--- src/hdl/srld_pkg.sv ---
// shared types and constants for the subpicture run-length line decoder
// used by every module of the block; depends on nothing

package srld_pkg;

   // widths and limits
   localparam int unsigned WIDTH_W        = 13;
   localparam int unsigned LINES_W        = 12;
   localparam int unsigned WORD_W         = 32;
   localparam int unsigned ACC_W          = 12;
   localparam int unsigned CODE_W         = 16;
   localparam int unsigned ADDR_W         = 5;
   localparam int unsigned QUEUE_DEPTH    = 2;
   localparam logic [WIDTH_W-1:0] MAX_LINE_WIDTH = 13'd4096;

   // thresholds at which a code of 1, 2 or 3 nibbles is complete
   localparam logic [CODE_W-1:0] CODE_MIN_1 = 16'h0004;
   localparam logic [CODE_W-1:0] CODE_MIN_2 = 16'h0010;
   localparam logic [CODE_W-1:0] CODE_MIN_3 = 16'h0040;
   localparam logic [3:0]        NIB_MIN    = 4'h4;

   // register word indexes
   localparam logic [2:0] REG_LINE_WIDTH = 3'd0;
   localparam logic [2:0] REG_MAX_LINES  = 3'd1;
   localparam logic [2:0] REG_PALETTE_0  = 3'd2;
   localparam logic [2:0] REG_PALETTE_1  = 3'd3;
   localparam logic [2:0] REG_PALETTE_2  = 3'd4;
   localparam logic [2:0] REG_PALETTE_3  = 3'd5;

   // register reset values
   localparam logic [WIDTH_W-1:0] LINE_WIDTH_RESET = 13'd720;
   localparam logic [LINES_W-1:0] MAX_LINES_RESET  = 12'd288;

   typedef struct packed {
      logic [7:0] code_byte;
      logic       field_last;
   } req_type;

   typedef struct packed {
      logic [1:0]         color_index;
      logic [WORD_W-1:0]  pixel_value;
      logic [WIDTH_W-1:0] run_length;
      logic               line_end;
      logic               field_full;
      logic               last_of_byte;
   } rsp_type;

   typedef struct packed {
      logic [WIDTH_W-1:0]     line_width;
      logic [LINES_W-1:0]     max_lines;
      logic [3:0][WORD_W-1:0] palette;
   } cfg_type;

endpackage

--- src/hdl/srld_csr.sv ---
// configuration registers of the run-length line decoder, apb-style port
// depends on srld_pkg

module srld_csr (
   input  logic                          clock,
   input  logic                          reset,
   input  logic                          csr_psel,
   input  logic                          csr_penable,
   input  logic                          csr_pwrite,
   input  logic [srld_pkg::ADDR_W-1:0]   csr_paddr,
   input  logic [srld_pkg::WORD_W-1:0]   csr_pwdata,
   output logic [srld_pkg::WORD_W-1:0]   csr_prdata,
   output logic                          csr_pready,
   output srld_pkg::cfg_type             cfg
);
   import srld_pkg::*;

   cfg_type    cfg_ff;
   logic [2:0] index;
   logic       wr_en;

   assign index      = csr_paddr[4:2];
   assign wr_en      = csr_psel && csr_penable && csr_pwrite;
   assign csr_pready = 1'b1;
   assign cfg        = cfg_ff;

   // register writes in the access phase
   always_ff @(posedge clock) begin
      if (reset) begin
         cfg_ff.line_width <= LINE_WIDTH_RESET;
         cfg_ff.max_lines  <= MAX_LINES_RESET;
         cfg_ff.palette    <= '0;
      end else if (wr_en) begin
         case (index)
            REG_LINE_WIDTH: cfg_ff.line_width <= csr_pwdata[WIDTH_W-1:0];
            REG_MAX_LINES:  cfg_ff.max_lines  <= csr_pwdata[LINES_W-1:0];
            REG_PALETTE_0:  cfg_ff.palette[0] <= csr_pwdata;
            REG_PALETTE_1:  cfg_ff.palette[1] <= csr_pwdata;
            REG_PALETTE_2:  cfg_ff.palette[2] <= csr_pwdata;
            REG_PALETTE_3:  cfg_ff.palette[3] <= csr_pwdata;
            default: ;
         endcase
      end
   end

   // read mux
   always_comb begin
      case (index)
         REG_LINE_WIDTH: csr_prdata = {{(WORD_W-WIDTH_W){1'b0}}, cfg_ff.line_width};
         REG_MAX_LINES:  csr_prdata = {{(WORD_W-LINES_W){1'b0}}, cfg_ff.max_lines};
         REG_PALETTE_0:  csr_prdata = cfg_ff.palette[0];
         REG_PALETTE_1:  csr_prdata = cfg_ff.palette[1];
         REG_PALETTE_2:  csr_prdata = cfg_ff.palette[2];
         REG_PALETTE_3:  csr_prdata = cfg_ff.palette[3];
         default:        csr_prdata = '0;
      endcase
   end

endmodule

--- src/hdl/srld_front.sv ---
// front end: accepts data bytes and holds them in a two-entry queue
// depends on srld_pkg

module srld_front (
   input  logic              clock,
   input  logic              reset,
   input  logic              req_valid,
   output logic              req_ready,
   input  srld_pkg::req_type req_data,
   input  logic              head_pop,
   output logic              head_valid,
   output srld_pkg::req_type head_data
);
   import srld_pkg::*;

   req_type    entry_ff [QUEUE_DEPTH];
   logic       wr_ptr_ff, wr_ptr_in;
   logic       rd_ptr_ff, rd_ptr_in;
   logic [1:0] count_ff, count_in;
   logic       push;
   logic       pop;

   assign req_ready  = (count_ff != 2'(QUEUE_DEPTH));
   assign push       = req_valid && req_ready;
   assign head_valid = (count_ff != 2'd0);
   assign pop        = head_pop && head_valid;
   assign head_data  = entry_ff[rd_ptr_ff];

   // pointer and fill bookkeeping
   always_comb begin
      wr_ptr_in = push ? ~wr_ptr_ff : wr_ptr_ff;
      rd_ptr_in = pop ? ~rd_ptr_ff : rd_ptr_ff;
      count_in  = count_ff;
      if (push && !pop) begin
         count_in = count_ff + 2'd1;
      end else if (pop && !push) begin
         count_in = count_ff - 2'd1;
      end
   end

   always_ff @(posedge clock) begin
      if (reset) begin
         wr_ptr_ff <= 1'b0;
         rd_ptr_ff <= 1'b0;
         count_ff  <= 2'd0;
      end else begin
         wr_ptr_ff <= wr_ptr_in;
         rd_ptr_ff <= rd_ptr_in;
         count_ff  <= count_in;
      end
      if (push) begin
         entry_ff[wr_ptr_ff] <= req_data;
      end
   end

endmodule

--- src/hdl/srld_back.sv ---
// back end: decodes one nibble a cycle unless a run finds the result register full,
// tracks line state, drives the result register; depends on srld_pkg

module srld_back (
   input  logic              clock,
   input  logic              reset,
   input  srld_pkg::cfg_type cfg,
   input  logic              head_valid,
   input  srld_pkg::req_type head_data,
   output logic              head_pop,
   output logic              rsp_valid,
   input  logic              rsp_ready,
   output srld_pkg::rsp_type rsp_data
);
   import srld_pkg::*;

   logic [ACC_W-1:0]   acc_ff, acc_in;
   logic [1:0]         held_ff, held_in;
   logic [WIDTH_W-1:0] pos_ff, pos_in;
   logic [LINES_W-1:0] count_ff, count_in;
   logic               done_ff, done_in;
   logic               phase_ff, phase_in;
   logic               rsp_valid_ff, rsp_valid_in;
   rsp_type            rsp_data_ff, rsp_data_in;

   logic [3:0]         nib;
   logic [CODE_W-1:0]  code;
   logic               code_done;
   logic [WIDTH_W-1:0] width;
   logic [WIDTH_W-1:0] remain;
   logic [CODE_W-3:0]  len_raw;
   logic               lend;
   logic [WIDTH_W-1:0] len;
   logic [LINES_W-1:0] count_next;
   logic               full;
   logic               out_free;

   assign rsp_valid = rsp_valid_ff;
   assign rsp_data  = rsp_data_ff;

   // code assembly for the current nibble
   always_comb begin
      nib  = phase_ff ? head_data.code_byte[3:0] : head_data.code_byte[7:4];
      code = {acc_ff, nib};
      case (held_ff)
         2'd0:    code_done = (code >= CODE_MIN_1);
         2'd1:    code_done = (code >= CODE_MIN_2);
         2'd2:    code_done = (code >= CODE_MIN_3);
         default: code_done = 1'b1;
      endcase
   end

   // run clipping against the line
   always_comb begin
      width      = (cfg.line_width > MAX_LINE_WIDTH) ? MAX_LINE_WIDTH : cfg.line_width;
      remain     = (width > pos_ff) ? (width - pos_ff) : '0;
      len_raw    = code[CODE_W-1:2];
      lend       = (len_raw == '0) || ({1'b0, remain} <= len_raw);
      len        = lend ? remain : len_raw[WIDTH_W-1:0];
      count_next = count_ff + 12'd1;
      full       = lend && (count_next >= cfg.max_lines);
   end

   // one nibble per cycle, stalls only when a run finds the result register full
   always_comb begin
      acc_in       = acc_ff;
      held_in      = held_ff;
      pos_in       = pos_ff;
      count_in     = count_ff;
      done_in      = done_ff;
      phase_in     = phase_ff;
      rsp_data_in  = rsp_data_ff;
      head_pop     = 1'b0;
      out_free     = !rsp_valid_ff || rsp_ready;
      rsp_valid_in = rsp_valid_ff && !rsp_ready;
      if (head_valid) begin
         if (done_ff) begin
            head_pop = 1'b1;
         end else if (!code_done) begin
            acc_in  = code[ACC_W-1:0];
            held_in = held_ff + 2'd1;
            if (phase_ff) begin
               head_pop = 1'b1;
            end else begin
               phase_in = 1'b1;
            end
         end else if (out_free) begin
            acc_in                   = '0;
            held_in                  = '0;
            pos_in                   = lend ? '0 : (pos_ff + len_raw[WIDTH_W-1:0]);
            count_in                 = lend ? count_next : count_ff;
            done_in                  = full;
            rsp_valid_in             = 1'b1;
            rsp_data_in.color_index  = code[1:0];
            rsp_data_in.pixel_value  = cfg.palette[code[1:0]];
            rsp_data_in.run_length   = len;
            rsp_data_in.line_end     = lend;
            rsp_data_in.field_full   = full;
            rsp_data_in.last_of_byte = lend || phase_ff
                                       || (head_data.code_byte[3:0] < NIB_MIN);
            if (lend || phase_ff) begin
               head_pop = 1'b1;
            end else begin
               phase_in = 1'b1;
            end
         end
         // byte finished: next byte starts on its high nibble, field end clears state
         if (head_pop) begin
            phase_in = 1'b0;
            if (head_data.field_last) begin
               acc_in   = '0;
               held_in  = '0;
               pos_in   = '0;
               count_in = '0;
               done_in  = 1'b0;
            end
         end
      end
   end

   always_ff @(posedge clock) begin
      if (reset) begin
         acc_ff       <= '0;
         held_ff      <= '0;
         pos_ff       <= '0;
         count_ff     <= '0;
         done_ff      <= 1'b0;
         phase_ff     <= 1'b0;
         rsp_valid_ff <= 1'b0;
      end else begin
         acc_ff       <= acc_in;
         held_ff      <= held_in;
         pos_ff       <= pos_in;
         count_ff     <= count_in;
         done_ff      <= done_in;
         phase_ff     <= phase_in;
         rsp_valid_ff <= rsp_valid_in;
      end
      rsp_data_ff <= rsp_data_in;
   end

endmodule

--- src/hdl/subpicture_rle_line_decoder.sv ---
// top level of the subpicture run-length line decoder
// depends on srld_pkg, srld_csr, srld_front, srld_back
//
//   channel   direction   handshake             payload
//   req_      in          req_valid/req_ready   req_type: code_byte, field_last
//   rsp_      out         rsp_valid/rsp_ready   rsp_type: one decoded run
//   csr_      in          apb setup + access    six 32-bit registers at 4*i
//
// the back end decodes one nibble per cycle unless a run finds the register full;
// a byte ends at its high nibble when it ends a line or the field is already full.
// a two-entry input queue takes the next byte while the current one decodes;
// one result register feeds rsp_ and a run waits there only while rsp_ready is low.
// synchronous reset clears all decode state and loads the register defaults.

module subpicture_rle_line_decoder (
   input  logic                          clock,
   input  logic                          reset,
   input  logic                          req_valid,
   output logic                          req_ready,
   input  srld_pkg::req_type             req_data,
   output logic                          rsp_valid,
   input  logic                          rsp_ready,
   output srld_pkg::rsp_type             rsp_data,
   input  logic                          csr_psel,
   input  logic                          csr_penable,
   input  logic                          csr_pwrite,
   input  logic [srld_pkg::ADDR_W-1:0]   csr_paddr,
   input  logic [srld_pkg::WORD_W-1:0]   csr_pwdata,
   output logic [srld_pkg::WORD_W-1:0]   csr_prdata,
   output logic                          csr_pready
);
   import srld_pkg::*;

   cfg_type cfg;
   logic    head_valid;
   req_type head_data;
   logic    head_pop;

   // register file
   srld_csr u_csr (
      .clock       (clock),
      .reset       (reset),
      .csr_psel    (csr_psel),
      .csr_penable (csr_penable),
      .csr_pwrite  (csr_pwrite),
      .csr_paddr   (csr_paddr),
      .csr_pwdata  (csr_pwdata),
      .csr_prdata  (csr_prdata),
      .csr_pready  (csr_pready),
      .cfg         (cfg)
   );

   // input queue
   srld_front u_front (
      .clock      (clock),
      .reset      (reset),
      .req_valid  (req_valid),
      .req_ready  (req_ready),
      .req_data   (req_data),
      .head_pop   (head_pop),
      .head_valid (head_valid),
      .head_data  (head_data)
   );

   // nibble decoder and result register
   srld_back u_back (
      .clock      (clock),
      .reset      (reset),
      .cfg        (cfg),
      .head_valid (head_valid),
      .head_data  (head_data),
      .head_pop   (head_pop),
      .rsp_valid  (rsp_valid),
      .rsp_ready  (rsp_ready),
      .rsp_data   (rsp_data)
   );

endmodule
--- config.mk ---
export PLATFORM = sky130hd
export DESIGN_NAME = subpicture_rle_line_decoder
export DESIGN_NICKNAME = d
export VERILOG_FILES = /design/src/hdl/srld_pkg.sv /design/src/hdl/srld_csr.sv /design/src/hdl/srld_front.sv /design/src/hdl/srld_back.sv /design/src/hdl/subpicture_rle_line_decoder.sv
export SDC_FILE = /design/constraint.sdc
export NUM_CORES = 1
export LEC_CHECK = 0
export ABC_AREA = 0
export ABC_CLOCK_PERIOD_IN_PS = 5100
export BUFFER_PORTS_ARGS = -buffer_cell sky130_fd_sc_hd__clkbuf_2
export CORE_MARGIN = 2
export CORE_UTILIZATION = 26
export DETAILED_ROUTE_END_ITERATION = 16
export PLACE_DENSITY_LB_ADDON = 0.15
export SETUP_SLACK_MARGIN = 0.3
export SYNTH_ARGS = -nofsm -noshare
export SYNTH_HDL_FRONTEND = slang
export SYNTH_SLANG_ARGS = --single-unit
--- constraint.sdc ---
create_clock -name clock -period 5.1 [get_ports clock]
set_input_delay 0.255 -clock clock [delete_from_list [all_inputs] [get_ports clock]]
set_output_delay 0.255 -clock clock [all_outputs]
set_load 0.05 [all_outputs]
==> results.yml <==
yosys:
  ys_ff_latch: 268
  synth-simple-area-share_pct: 16.76
  synth_seq_area_share_pct: 45.87
  synth_fa_ha_area_share_pct: 5.905
  syn_inst: 1427
  synth_compound_area_share_pct: 17.37
  netlist_area_um2: 13180
  synthArstFlopShare_pct: 0
  synthDistinctLibCells: 60
  synth_ff_type: "dfxtp_1"
  synth_area_per_cell_um2: 9.236
  synth_top_family_by_area: "compound AO/OA/AOI/OAI gates"
  synth-xor-area-share_pct: 2.525
  postSynthNetCount: 1541
  synth_edf_count: 68
  yosys_warnings: 0
  synthMuxAreaShare_pct: 7.329
cts:
  cts_max_level: 2
  cts_tree: "done"
  clock-sinks: 268
  numCtsBuffers: 34
  clkTransAtPathRegs_ps: 60
  clkLatencyLatePin_ps: 550
  ctsRootBufferMaster: "clkbuf_16"
  clockBufferDepth: 3
global_routing:
  grt_pass1_vias: 10900
  grt-ovfl-total: 0
  grt_first_pass_wirelength_um: 65520
  antenna_found_initial: 0
  grt_max_degree: 67
  grtUsageTotal_pct: 16.04
critical_path:
  crit_required_ps: 5550
  end_kind: "flop"
  startpoint: "u_csr.cfg[152]"
  path_max_fanout: 7
  worstSetupStartpointType: "flop"
  path_class: "reg2reg"
  arrival_ps: 5270
  regToRegStartpoint: "u_csr.cfg[152]"
  ff2ff_path_depth: 24
  worstSetupEndpoint: "u_front.count_ff[1]"
  rrSetupSlack_ps: 280
  r2r_end: "u_front.count_ff[1]"
sta:
  finalSetupViolations: 0
  skew_ps: 30.83
  worst_hold_slack_ps: 24.90
  tightest_slew_ps: 1110
  max_slew_margin_pct: 26.00
  drv_slew: 0
  rsz0062_at_grt: "yes"
  fin_setup_tns_ps: 0
  hold_viol: 0
  timing.fmax_mhz: 207.4
  post-route-period-util_pct: 94.56
  fin_crit_ps: 4822
floorplan:
  core-area_um2: 50070
  die_w_um: 229.2
  start_util_pct: 26.32
  fp.dieH_um: 229.2
  rows: 82
  num_io_pins: 138
  die_area_um2: 52510
hold_path:
  min_from: "csr_pwdata[8]"
  min_path_type: "in2reg"
power:
  p_leak_nw: 6.083
  cellInternalPower_mw: 4.920
  ir_drop_mv: 0.3205
  switchingPower_mw: 3.101
  switching_share_pct: 38.67
  seq_power_share_pct: 33.7
  combPwrFrac_pct: 36.2
  power_density_nw_per_um2: 485.9
  clkPwrFrac_pct: 30.1
status:
  outcome: "completed"
route:
  routed_wirelength_um: 42990
  drc: 0
  drt-initial-drc-count: 509
  ant_nets: 0
  vias_per_cell: 4.793
  dr.pass1.iters: 5
  routed-via-count: 10910
  wl_per_cell_um: 18.89
placement:
  place_area_um2: 14530
  gp_congestion: 0.8010
  hpwlAfterDp_um: 27010
  io_buffers: 134
  place_inst: 2160
cells_and_area:
  fin_area_um2: 16510
  n_fill_cell: 5265
  final_util_pct: 32.97
  num_antenna_cells: 0
  layout_commonest_cell: "nand2_1"
  drive_gt1_share_pct: 21.07
  area_growth_syn_to_layout_pct: 25.24
  layout_common_cells: "nand2_1, dfxtp_1, a21oi_1"
  final_cells: 2276
  nNetsFinal: 1694
flow_run:
  maxCapViolCount: 0
[final cells by class]
class                   count  area [um2]  share of cell area [%]
clock inverters             7       115.1                  0.6973
clock buffers              53       983.4                   5.958
well taps                 672       840.8                   5.094
flip-flops and latches    268        6047                   36.63
inverters                  47       176.4                   1.069
multi-input cells        1018        6943                   42.06
repair buffers            211        1401                   8.489
[per-stage QoR]
| step | power, mW | setup slack (ps) |
|---|---|---|
| 2_1_floorplan | 4.655 | 325.5 |
| 3_3_place_gp | 5.411 | 125.8 |
| 3_5_place_dp | 5.409 | 38.81 |
| 4_1_cts | 7.966 | 158.9 |
| 5_1_grt | 8.432 | 48.75 |
| 6_report | 8.021 | 277.7 |
[flip-flops by register name, indices dropped and copies added (netlist names), named ones only]
register	flops
u_front.rd_ptr_ff	1
u_back.held_ff	2
u_front.entry_ff	18
u_back.done_ff	1
u_back.pos_ff	13
u_back.rsp_valid	1
u_back.count_ff	12
u_back.acc_ff	12
u_front.count_ff	2
u_csr.cfg	153
u_front.wr_ptr_ff	1
u_back.phase_ff	1
u_back.rsp_data	50
[cells by family after synthesis]
| kind of cell | count (synthesis) |
|---|---|
| AO/OA/AOI/OAI | 357 |
| XOR/XNOR | 38 |
| adder cells (fa/ha/maj) | 61 |
| buffers and inverters | 141 |
| flip-flops | 268 |
| multiplexers | 50 |
| other | 1 |
| AND/OR/NAND/NOR | 511 |
[power by group through the flow]
stage	registers (mW)	logic [mW]	clock network (mW)
CTS	2.71	2.76	2.50
global route	2.74	3.12	2.57
floorplan	3.38	1.28	0
global placement	2.75	2.66	0
detailed placement	2.75	2.66	0
finish	2.70	2.90	2.41
[metal layers]
layer	GRT usage (%)	wire length, um	vias to the layer above
li1	-	-	5353
met1	19.80	18860	5250
met2	27.74	20920	249
met3	3.735	2269	57
met4	4.769	941	0
met5	0	0	-
[timing repair]
item | in CTS | in global routing
hold buffers | 36 | 0
pin swaps | 23 | 30
resized for setup | 28 | 43
gates cloned | 1 | 1
hold endpoints to repair | 136 | 0
buffers inserted | 9 | 9
endpoints found under the setup margin | 42 | 42
[cells in the mapped netlist (all sizes together), types with 3 or more instances]
cell     number  area, um2
a211oi        5      50.05
nor3         17      110.1
a31oi         4      25.02
inv          47      176.4
o211ai        4      30.03
a2111oi       3      26.28
a21oi       178      890.9
mux2         12      135.1
nand2       349       1310
dfxtp       200       4004
nor2         47      178.9
and2          6      37.54
a22oi        75      563.0
a21o         18      135.1
clkbuf       79      296.5
buf          15      81.32
and4          5      43.79
nor4          5      31.28
a22o         30      262.8
mux4         36      810.8
nand2b        6      37.54
nand3        23      115.1
o21bai        4      30.03
xor2         18      157.7
edfxtp       68       2042
nand3b        7      52.55
ha           59      738.2
or3           7      43.79
xnor2        20      175.2
o21ai        16      80.08
a211o         3      26.28
nor2b        22      137.6
and3          8      50.05
nand4         4      25.02
[how the worst min path moves through the flow]
| stage | end | slack (ps) | cells past startpoint |
|---|---|---|---|
| final | u_csr.cfg[104] | 20 | 3 |
| after floorplan | u_front.entry_ff[0][0] | 350 | 0 |
| after CTS | u_csr.cfg[104] | 0.3 | 3 |
| after detailed placement | u_front.entry_ff[0][0] | 450 | 1 |
| after global routing | u_csr.cfg[71] | 20 | 3 |
| after global placement | u_front.entry_ff[0][7] | 450 | 1 |
[worst max-delay path: stages, from the launching register on]
cell and delay (ps):
dfxtp_2 320, buf_6 130, nor2b_4 160, ha_4 220, a21o_1 190, a221o_1 380
a21bo_2 220, o31a_1 340, o31ai_4 210, buf_4 160, buf_6 120, buf_6 90
nor2_2 30, ha_1 310, o211ai_1 150, a2111oi_4 430, o31ai_4 110, a21o_1 180
a21oi_2 180, nor2_2 60, inv_2 80, ha_4 120, xor2_1 60, or3_1 340
a21oi_1 130
Note: power is estimated with default switching activity, not from simulation.
